File: config.mk
export PLATFORM = sky130hd
export DESIGN_NAME = css_ctrl
export DESIGN_NICKNAME = d
export VERILOG_FILES = /design/src/sv/checksummed_settings_store_core_assert.svh /design/src/sv/css_pkg.sv /design/src/sv/css_ctrl.sv
export SDC_FILE = /design/constraint.sdc
export NUM_CORES = 1
export LEC_CHECK = 0
export ABC_AREA = 1
export ABC_CLOCK_PERIOD_IN_PS = 1600
export BUFFER_PORTS_ARGS = -buffer_cell sky130_fd_sc_hd__buf_2
export CAP_MARGIN = 10
export CORE_AREA = 5 5 42 44
export DETAILED_ROUTE_END_ITERATION = 6
export DIE_AREA = 0 0 47 49
export GPL_ROUTABILITY_DRIVEN = 0
export GPL_TIMING_DRIVEN = 0
export HOLD_SLACK_MARGIN = 0.12
export PLACE_DENSITY = 0.41
export SLEW_MARGIN = 20
export SYNTH_ARGS = -nofsm -noshare
export SYNTH_HDL_FRONTEND = slang
export SYNTH_SLANG_ARGS = --single-unit
File: constraint.sdc
create_clock -name i_clk -period 1.6 [get_ports i_clk]
set_clock_uncertainty 0.2 [all_clocks]
set_input_delay 0.32 -clock i_clk [delete_from_list [all_inputs] [get_ports i_clk]]
set_output_delay 0.32 -clock i_clk [all_outputs]
set_load 0.02 [all_outputs]
File: src/sv/checksummed_settings_store_core_assert.svh
// ----------------------------------------------------------------------------
// checksummed settings store assertion macros
// shared property forms for the settings store checks
// ----------------------------------------------------------------------------
`ifndef CHECKSUMMED_SETTINGS_STORE_CORE_ASSERT_SVH
`define CHECKSUMMED_SETTINGS_STORE_CORE_ASSERT_SVH

// same-cycle implication, disabled in reset
`define CSS_ASSERT_NOW(label, clk, rst_n, ante, cons) \
    label: assert property (@(posedge clk) disable iff (!(rst_n)) (ante) |-> (cons)) \
        else $error("settings store check failed");

// next-cycle implication, disabled in reset
`define CSS_ASSERT_NEXT(label, clk, rst_n, ante, cons) \
    label: assert property (@(posedge clk) disable iff (!(rst_n)) (ante) |=> (cons)) \
        else $error("settings store check failed");

`endif

File: src/sv/css_pkg.sv
// ----------------------------------------------------------------------------
// css_pkg
// shared constants, types and helpers for the settings store
// ----------------------------------------------------------------------------
package css_pkg;

    localparam int STORE_BYTES = 1024;
    localparam int ADDR_W      = (STORE_BYTES > 2) ? $clog2(STORE_BYTES) : 1;
    localparam int SUM_W       = 18;
    localparam logic [SUM_W-1:0] STORE_BYTES_S = SUM_W'(STORE_BYTES);
    localparam logic [7:0] ERASED_BYTE = 8'hFF;

    typedef enum logic [2:0] {
        MODE_READ      = 3'd0,
        MODE_WRITE     = 3'd1,
        MODE_BSTORE    = 3'd2,
        MODE_BLOAD     = 3'd3,
        MODE_SFINISH   = 3'd4,
        MODE_LFINISH   = 3'd5,
        MODE_CLR_DIRTY = 3'd6
    } t_mode;

    typedef enum logic [2:0] {
        ST_CLEAR = 3'b001,
        ST_IDLE  = 3'b010,
        ST_EXEC  = 3'b100
    } t_state;

    typedef struct packed {
        logic clear_wr;
        logic capture;
        logic exec;
    } t_cmd;

    typedef struct packed {
        logic clear_last;
    } t_status;

    // rotate left by one, then add
    function automatic logic [7:0] csum_step(input logic [7:0] c, input logic [7:0] v);
        logic [7:0] rot;
        rot = {c[6:0], c[7]};
        return rot + v;
    endfunction

endpackage

File: src/sv/css_ctrl.sv
// ----------------------------------------------------------------------------
// css_ctrl
// sequencer: erase pass, request accept, execute and result handoff
// ----------------------------------------------------------------------------
module css_ctrl (
    input  logic              i_clk,
    input  logic              i_rst_n,
    input  logic              i_in_valid,
    output logic              o_in_ready,
    output logic              o_out_valid,
    input  logic              i_out_ready,
    input  css_pkg::t_status  i_status,
    output css_pkg::t_cmd     o_cmd
);

    css_pkg::t_state r_state, n_state;
    logic            r_out_valid, n_out_valid;
    logic            accept;
    logic            out_free;
    logic            exec_fire;

    assign o_in_ready = (r_state == css_pkg::ST_IDLE);
    assign accept     = i_in_valid && o_in_ready;
    assign out_free   = !r_out_valid || i_out_ready;
    assign exec_fire  = (r_state == css_pkg::ST_EXEC) && out_free;

    always_comb begin
        n_state = r_state;
        case (r_state)
            css_pkg::ST_CLEAR: begin
                if (i_status.clear_last) n_state = css_pkg::ST_IDLE;
            end
            css_pkg::ST_IDLE: begin
                if (accept) n_state = css_pkg::ST_EXEC;
            end
            css_pkg::ST_EXEC: begin
                if (out_free) n_state = css_pkg::ST_IDLE;
            end
            default: begin
                n_state = css_pkg::ST_CLEAR;
            end
        endcase
    end

    always_comb begin
        n_out_valid = r_out_valid;
        if (exec_fire) begin
            n_out_valid = 1'b1;
        end else if (i_out_ready) begin
            n_out_valid = 1'b0;
        end
    end

    always_ff @(posedge i_clk) begin
        if (!i_rst_n) begin
            r_state     <= css_pkg::ST_CLEAR;
            r_out_valid <= 1'b0;
        end else begin
            r_state     <= n_state;
            r_out_valid <= n_out_valid;
        end
    end

    assign o_out_valid    = r_out_valid;
    assign o_cmd.clear_wr = (r_state == css_pkg::ST_CLEAR);
    assign o_cmd.capture  = accept;
    assign o_cmd.exec     = exec_fire;

endmodule

==> summary.txt, run 1 <==
Final setup viols: 0
Gate power share: 31.2%
hold_sp: i_in_valid
DP HPWL: 425.2 um
fin util: 29.20%
1st-iter DRT viols: 2
Layout area overhead: 66.84%
latest clock arrival within the worst-skew pair: 230 ps
dpl ws: 166.0 ps
count leader, synth: inv_1
routed vias/inst: 3.779
Post-DRT Antenna Nets: 0
synthesized area: 245.2 um^2
vias: 257
initial core utilization: 17.50%
number of distinct library cells after synthesis: 14
Slew Limit Fails: 0
first-pass GRT wire length: 876 um
routed len/inst: 8.265 um
Worst Reg-to-Reg Cells: 6
worst hold-check path type: input pin to flip-flop
Antenna Cells: 0
Seq pwr share: 35.3%
Cell Int Power: 0.0002494 W
vias in the first global route: 246
XOR/XNOR share of the synthesized area: 0%
die width: 47 um
total die area: 0.002303 mm^2
R2R Setup Slk: 420 ps
Net Sw Frac: 31.35%
H-tree levels: 1
standard-cell rows: 14
Synth warnings: 0
core area: 0.001401 mm^2
crit path max-delay cell type: dfxtp_4
largest family of logic cells by synthesized area: simple AND/OR/NAND/NOR gates
Buffers on Ports: 9
crit share post-route: 96.19%
#FFs+latches synth: 4
placed insts: 59
Critical Path AT: 1020 ps
length of the first detailed-routing pass in iterations: 2
Setup CP Type: flip-flop to primary output
slew margin rel.: 90.78%
post-synthesis adder-cell area fraction: 0%
Simple-Gate Fraction of Synth Area: 46.94%
largest net degree at the start of global routing: 5
CP required: 1080 ps
Final WS setup: 61.02 ps
crit path capture type: primary output
GRT Total Usage: 5.630%
Die Y: 49 um
CP Cell Sequence: inv_4, buf_4, nand3_2, inv_1, buf_2
clock sinks: 4
post-synthesis async set-or-reset flop share: 0%
clock buffer depth: 2
fin nets: 59
Clock transition at path regs: 40 ps
CTS tree: done
Worst Hold Path EP: r_state[1]$_SDFFE_PN0P_
Tot Pwr: 0.0003632 W
initial antenna violation count: 0
sequential area share after synthesis: 32.65%
VDD IR-drop max: 0.2528 mV
root buffer cell: clkbuf_4
post-synth top area share: 32.65%
outcome: finished clean
static leakage: 0.2115 nW
I/O Pins: 10
Worst Path Buf+Inv: 4
Startpoint Class: flip-flop
Syn Inst Count: 34
CP max stage delay: 350 ps
MaxCap Viol Count: 0
Post-synth EDFFs: 0
pwr/cell area: 887.7 mW/mm^2
reg-to-reg startpoint: r_state[2]$_SDFFE_PN0P_
cts bufs inserted: 3
most used flip-flop cell after synthesis: dfxtp_1
syn_nets: 39
top post-synthesis cells by area: dfxtp_1 (33%), inv_1 (11%), nand3_1 (10%), nor2_4 (9.2%), nor2_2 (7.7%)
Peak Freq: 0.6498 GHz
Clock power frac: 33.5%
cell taking the most area after synthesis: dfxtp_1
crit-path max FO: 4
Finished Layout Cells: 68
total routed wirelength: 562 um
Post-synth top cells: inv_1 (7), nand3_1 (5), dfxtp_1 (4), nor2_1 (4), nor2_2 (3)
Sw Pwr: 0.0001138 W
R2R Path End: r_state[1]$_SDFFE_PN0P_
GR Overflow Total: 0
compound-cell area share of the yosys netlist: 2.041%
family with the most delay on the worst path: buffers and inverters
Hold Path Stages: 4
multiplexer area fraction after synthesis: 0%
drt drc: 0
post-route minimum period: 1539 ps
share of layout cells above drive strength 1: 59.62%
Worst Tran Pin Value: 137.9 ps
Hold Vio Cnt, Final: 0
syn avg cell area: 7.213 um^2
-- tightest hold or removal path, cell delays in order --
cell and delay, ps:
buf_2 90, nor2_1 40, nor2_1 90, nor2_1 50
-- per-stage QoR --
step                      hold slack [ps]  setup TNS [ps]  area [um^2]
after detailed placement            340.3               0        310.3
after global routing                207.6         -0.4220        409.1
after global placement              338.5               0        310.3
final                               193.0               0        409.1
after floorplan                     204.2               0        245.2
after CTS                           193.3               0        396.6
-- worst max-delay path by stage --
stage	start	endpoint	slack [ps]	depth (start not counted)
after floorplan	o_out_valid$_SDFFE_PN0P_	o_cmd[0]	230	4
after global placement	r_state[1]$_SDFFE_PN0P_	o_cmd[0]	170	5
after detailed placement	r_state[1]$_SDFFE_PN0P_	o_cmd[0]	170	5
after CTS	r_state[0]$_SDFFE_PN1P_	o_cmd[1]	0.02	5
after global routing	r_state[2]$_SDFFE_PN0P_	o_in_ready	-0.4	5
final	r_state[2]$_SDFFE_PN0P_	o_in_ready	60	5
-- area by class of cell --
| type | count | area (um^2) |
|---|---|---|
| Fill cell | 171 | 992.2 |
| Inverter | 8 | 32.53 |
| Timing Repair Buffer | 17 | 120.1 |
| Tap cell | 16 | 20.02 |
| Sequential cell | 4 | 88.84 |
| Multi-Input combinational cell | 20 | 125.1 |
| Clock buffer | 3 | 22.52 |
-- power groups by stage --
| stage | combinational, W | sequential (W) | clock, W |
|---|---|---|---|
| global placement | 0.0000924 | 0.000125 | 0 |
| CTS | 0.000114 | 0.000129 | 0.000128 |
| detailed placement | 0.0000925 | 0.000125 | 0 |
| floorplan | 0.0000662 | 0.000123 | 0 |
| finish | 0.000113 | 0.000128 | 0.000122 |
| global route | 0.000127 | 0.000131 | 0.000139 |
-- logic make-up (layout without fill, tap and decap cells) --
kind of cell	after synthesis	in the layout
flops	4	4
buf+inv	10	28
simple gates	19	19
compound gates	1	1
-- routing by layer --
metal	GRT usage [%]	up-vias	part of all wire (%)
met5	0	-	0
met4	6.912	0	0
met3	2.214	0	3.6
met2	8.371	3	64
met1	4.825	115	32
li1	-	139	-
-- cells in the final DEF (no fill, tap or decap) --
cell,count
nand2_2,1
dfxtp_4,2
nand3_2,1
a21oi_1,1
nand2_1,1
nand4_1,1
buf_4,7
inv_1,6
buf_2,7
nor2_1,4
dfxtp_1,1
buf_6,2
clkbuf_4,3
nor2_2,2
inv_2,1
nand3_1,5
nand3b_1,1
inv_4,1
dlygate4sd3_1,1
nor2_4,3
dfxtp_2,1
-- flip-flops by register name (all words and copies together) (netlist names) --
signal       cells
r_state          3
o_out_valid      1
-- timing repair --
item                       4_1_cts  5_1_grt
hold buffers                     1        0
hold endpoints to repair         1        0
setup buffers                    5        2
setup endpoints to repair        2        2
pin swaps                        4        1
gates resized for setup         10        2
(Power assumes the default switching activity.)
==> run 2: changes to the inputs <==
--- a/config.mk
+++ b/config.mk
@@ -6,7 +6,7 @@
 export NUM_CORES = 1
 export LEC_CHECK = 0
 export ABC_AREA = 1
-export ABC_CLOCK_PERIOD_IN_PS = 1600
+export ABC_CLOCK_PERIOD_IN_PS = 1390
 export BUFFER_PORTS_ARGS = -buffer_cell sky130_fd_sc_hd__buf_2
 export CAP_MARGIN = 10
 export CORE_AREA = 5 5 42 44
@@ -15,7 +15,7 @@
 export GPL_ROUTABILITY_DRIVEN = 0
 export GPL_TIMING_DRIVEN = 0
 export HOLD_SLACK_MARGIN = 0.12
-export PLACE_DENSITY = 0.41
+export PLACE_DENSITY = 0.42
 export SLEW_MARGIN = 20
 export SYNTH_ARGS = -nofsm -noshare
 export SYNTH_HDL_FRONTEND = slang
==> constraint.sdc (replaced) <==
create_clock -name i_clk -period 1.39 [get_ports i_clk]
set_clock_uncertainty 0.2 [all_clocks]
set_input_delay 0.278 -clock i_clk [delete_from_list [all_inputs] [get_ports i_clk]]
set_output_delay 0.278 -clock i_clk [all_outputs]
set_load 0.02 [all_outputs]
==> run 2 against run 1 <==
  * The run now ends with negative setup slack left
  * Worst setup slack worse by 120 ps
  * Hold slack worse by 33 ps
  * Utilization up 3.7 points
  * Critical path depth down 1
  * Final area up 13%
  * First-iteration DRC count down 50%
  * Clock power grew 15%
  * Final cell count increased by 5.9%
  * Global-route usage grew 1.3 points
  * Total power grew 34%
  * Critical path type unchanged
==> summary.txt, run 2 (synthesized netlist as in run 1, its figures left out) <==
outcome: finished, violations left
failing checks: negative setup slack
Reg area: 86.33 um^2
dpl cell area: 310.3 um^2
Finished Layout Cells: 72
cts bufs inserted: 3
grt met3 use: 2.583%
routed vias/inst: 3.958
final hold slack: 159.5 ps
Post-DRT Antenna Nets: 0
Clock transition at path regs: 40 ps
Critical Path Start: r_state[0]$_SDFFE_PN1P_
crit path capture type: primary output
Critical Path AT: 970 ps
core area: 0.001401 mm^2
die width: 47 um
fin nets: 63
largest net degree at the start of global routing: 5
Die Y: 49 um
Worst Tran Pin Value: 136.7 ps
first-pass GRT wire length: 1069 um
Final setup viols: 4
1st-iter DRT viols: 1
Worst Reg-to-Reg Cells: 7
GRT busiest layer: met2
DP HPWL: 439.5 um
Slew Limit Fails: 0
Antenna Cells: 0
vias in the first global route: 291
Setup CP Type: flip-flop to primary output
CP required: 910 ps
CTS tree: done
initial core utilization: 17.50%
Setup crit end: o_cmd[0]
Hold Vio Cnt, Final: 0
CP dominant cell by count: nor2_4
total die area: 0.002303 mm^2
initial antenna violation count: 0
VDD IR-drop max: 0.2916 mV
vias: 285
Post-Route Setup TNS: -179.5 ps
slew margin rel.: 90.86%
worst hold-check path type: input pin to flip-flop
Most flops, register: r_state
placed insts: 59
latest clock arrival within the worst-skew pair: 230 ps
static leakage: 0.2332 nW
clock sinks: 4
clock buffer depth: 2
standard-cell rows: 14
length of the first detailed-routing pass in iterations: 2
fin area: 460.4 um^2
Layout area overhead: 87.76%
H-tree levels: 1
routed len/inst: 8.139 um
reg-to-reg startpoint: r_state[0]$_SDFFE_PN1P_
Buffers on Ports: 9
crit share post-route: 104.5%
GRT Total Usage: 6.897%
Startpoint Class: flip-flop
drt drc: 0
fin util: 32.86%
pwr/cell area: 1061 mW/mm^2
MaxCap Viol Count: 0
R2R Path End: r_state[1]$_SDFFE_PN0P_
post-route minimum period: 1453 ps
crit path max-delay cell type: dfxtp_2
commonest non-fill, non-tap cell in the layout: buf_4
CP Cell Sequence: nor2_4, nand2_2, nor2_4, buf_6
root buffer cell: clkbuf_4
share of layout cells above drive strength 1: 64.29%
number of flip-flops in the largest register: 3
CP max stage delay: 330 ps
Multi-input gate area: 132.6 um^2
commonest non-fill, non-tap cells in the layout: buf_4 (10), inv_1 (5), nand3_1 (5), buf_2 (5), buf_6 (5)
fill count: 171
grt met2 use: 10.18%
hold_sp: i_in_valid
Final WS setup: -62.55 ps
GR Overflow Total: 0
met1 Use GR: 6.140%
Peak Freq: 0.6884 GHz
crit-path max FO: 3
I/O Pins: 10
R2R Setup Slk: 110 ps
RSZ-0062 raised after global routing: yes
total routed wirelength: 586 um
==> run 2: cell count changes in the layout (fill, tap and decap cells not counted), sizes merged <==
cell  delta
buf      +4
==> run 2: layout make-up <==
cell class,count,area share [%]
Tap cell,16,4.348
Sequential cell,4,18.75
Clock buffer,3,4.891
Timing Repair Buffer,21,36.14
Inverter,8,7.065
Multi-Input combinational cell,20,28.80
==> run 2: routing by layer <==
metal	wire length (um)	up-vias
met1	200	125
li1	-	149
met4	27	0
met5	0	-
met3	41	4
met2	316	7
==> run 2: worst min-delay path by stage <==
stage | end | slack, ps | depth (start not counted)
final | r_state[1]$_SDFFE_PN0P_ | 160 | 4
after detailed placement | r_state[0]$_SDFFE_PN1P_ | 290 | 2
after CTS | r_state[1]$_SDFFE_PN0P_ | 160 | 4
after global placement | r_state[0]$_SDFFE_PN1P_ | 290 | 2
after floorplan | r_state[0]$_SDFFE_PN1P_ | 160 | 1
after global routing | r_state[0]$_SDFFE_PN1P_ | 190 | 4
==> run 2: through the flow <==
step	setup WS [ps]	total power (W)
final	-62.55	0.0004885
after detailed placement	3.444	0.0002506
after global placement	9.068	0.0002489
after global routing	-117.9	0.0005235
after CTS	-105.0	0.0004857
after floorplan	64.82	0.0002178
==> run 2: worst max-delay path, delay by kind of cell, from the launching register on <==
family | cells | cell delay (ps)
flops | 1 | 330
simple gates | 3 | 290
buf+inv | 1 | 120
==> run 2: timing repair <==
item | in CTS | in global routing
hold buffers | 1 | 0
setup endpoints to repair | 4 | 4
resized for setup | 17 | 1
cloned | 0 | 0
hold endpoints to repair | 2 | 0
setup buffers | 10 | 1
pin swaps | 4 | 4
==> run 2: report_power, final <==
part	leakage [nW]	internal [W]	switching, W
registers	0.0336	0.000132	0.0000178
logic	0.186	0.000113	0.0000865
clock network	0.0138	0.0000963	0.0000433
==> run 3: changes to the inputs <==
--- a/config.mk
+++ b/config.mk
@@ -15,7 +15,7 @@
 export GPL_ROUTABILITY_DRIVEN = 0
 export GPL_TIMING_DRIVEN = 0
 export HOLD_SLACK_MARGIN = 0.12
-export PLACE_DENSITY = 0.42
+export PLACE_DENSITY_LB_ADDON = 0.12
 export SLEW_MARGIN = 20
 export SYNTH_ARGS = -nofsm -noshare
 export SYNTH_HDL_FRONTEND = slang
==> run 3 against run 2 <==
  * The run still ends with negative setup slack left
  * Total power is 7.7% lower
  * Largest cell class unchanged
  * Hold slack better by 15 ps
  * Via count is 12% lower
  * Register-to-register slack barely moved
  * Critical path depth is the same
  * Flip-flop and latch count unchanged
  * Critical endpoint unchanged
  * Maximum frequency fell by 1.3%
==> summary.txt, run 3 (synthesized netlist as in run 1, its figures left out) <==
share of layout cells above drive strength 1: 61.54%
CTS tree: done
crit share post-route: 105.9%
Net Sw Frac: 31.54%
slew margin rel.: 91.02%
1st-iter DRT viols: 2
dpl cell area: 310.3 um^2
Startpoint Class: flip-flop
Critical Path AT: 990 ps
first-pass GRT wire length: 897 um
latest clock arrival within the worst-skew pair: 230 ps
GR Overflow Total: 0
Post-DRT Antenna Nets: 0
root buffer cell: clkbuf_4
Worst Tran Pin Value: 134.4 ps
Most flops, register: r_state
DP HPWL: 427.2 um
commonest non-fill, non-tap cells in the layout: buf_4 (6), inv_1 (5), nand3_1 (5), buf_2 (5)
cts bufs inserted: 3
fin nets: 59
routed vias/inst: 3.706
crit path capture type: primary output
worst hold-check path type: input pin to flip-flop
number of flip-flops in the largest register: 3
Final WS setup: -82.07 ps
static leakage: 0.2184 nW
H-tree levels: 1
drt drc: 0
MaxCap Viol Count: 0
Layout area overhead: 81.12%
Die Y: 49 um
initial antenna violation count: 0
commonest non-fill, non-tap cell in the layout: buf_4
pwr/cell area: 1015 mW/mm^2
Sw Pwr: 0.0001422 W
vias in the first global route: 242
Worst Reg-to-Reg Cells: 6
routed len/inst: 8.235 um
core area: 0.001401 mm^2
length of the first detailed-routing pass in iterations: 2
Antenna Cells: 0
Setup CP Type: flip-flop to primary output
Buffers on Ports: 9
post-route minimum period: 1472 ps
clock sinks: 4
crit-path max FO: 3
VDD IR-drop max: 0.4169 mV
Hold Vio Cnt, Final: 0
Clock transition at path regs: 30 ps
Cell Int Power: 0.0003087 W
total die area: 0.002303 mm^2
Final setup viols: 4
largest net degree at the start of global routing: 5
failing checks: negative setup slack
Post-Route Setup TNS: -259.0 ps
GRT Total Usage: 5.696%
fin area: 444.2 um^2
I/O Pins: 10
Peak Freq: 0.6793 GHz
Gate power share: 34.9%
Clock power frac: 31.1%
Seq pwr share: 33.9%
outcome: finished, violations left
RSZ-0062 raised after global routing: yes
Hold Path Stages: 4
total routed wirelength: 560 um
die width: 47 um
Slew Limit Fails: 0
fill count: 170
standard-cell rows: 14
initial core utilization: 17.50%
CP required: 910 ps
vias: 252
clock buffer depth: 2
==> run 3: cell count changes in the layout (fill, tap and decap cells not counted) <==
cell,before,now
dfxtp_4,1,2
inv_4,1,2
dfxtp_2,2,1
inv_2,2,1
buf_6,5,4
buf_4,10,6
buf_12,0,1
==> run 3: power groups by stage <==
stage	Sequential [W]	Clock [W]	Combinational, W
6_report	0.000153	0.000140	0.000158
2_1_floorplan	0.000142	0	0.0000762
4_1_cts	0.000152	0.000150	0.000153
3_3_place_gp	0.000145	0	0.000108
3_5_place_dp	0.000144	0	0.000106
5_1_grt	0.000154	0.000159	0.000176
==> run 3: layout make-up <==
cell class / count / area (um^2) / area share, %
repair buffers: 17 / 145.1 / 32.68
multi-input cells: 20 / 132.6 / 29.86
flip-flops and latches: 4 / 88.84 / 20.00
inverters: 8 / 35.03 / 7.887
clock buffers: 3 / 22.52 / 5.070
well taps: 16 / 20.02 / 4.507
==> run 3: path summary, 6_finish.rpt <==
check | to | from | slack [ps]
setup / recovery | o_cmd[0] | r_state[0]$_SDFFE_PN1P_ | -80
hold / removal | r_state[0]$_SDFFE_PN1P_ | i_status | 170
setup reg to reg | r_state[0]$_SDFFE_PN1P_ | r_state[0]$_SDFFE_PN1P_ | 120
hold reg to reg | r_state[2]$_SDFFE_PN0P_ | r_state[2]$_SDFFE_PN0P_ | 350
==> run 3: timing repair <==
| item | 4_1_cts | 5_1_grt |
|---|---|---|
| hold buffers | 1 | 0 |
| hold endpoints to repair | 4 | 0 |
| gates cloned | 0 | 0 |
| resized for setup | 18 | 1 |
| setup endpoints to repair | 4 | 4 |
| pin swaps | 4 | 4 |
| buffers inserted | 5 | 2 |
==> run 3: metrics by stage <==
| step | std cells | hold WS [ps] | utilization, % | power, W | worst slack (ps) |
|---|---|---|---|---|---|
| floorplan | 34 | 162.2 | - | 0.0002178 | 64.82 |
| global placement | 59 | 297.8 | 22.14 | 0.0002528 | -7.415 |
| detailed placement | 59 | 296.6 | 22.14 | 0.0002501 | 5.319 |
| CTS | 66 | 159.5 | 29.55 | 0.0004551 | -109.8 |
| global route | 68 | 190.8 | 31.70 | 0.0004885 | -131.8 |
| finish | 68 | 174.3 | 31.70 | 0.0004509 | -82.07 |
==> run 3: critical path: stages, from the launching register on <==
cell and delay (ps):
dfxtp_4 360, nor2_4 110, nand2_2 80, nor2_4 100, buf_6 120
==> run 3: per-layer routing <==
metal / vias up / global-route usage (%) / wire (um)
met5: - / 0 / 0
met2: 6 / 7.240 / 278
met3: 0 / 1.107 / 35
met4: 0 / 6.912 / 0
li1: 138 / - / -
met1: 108 / 6.783 / 247
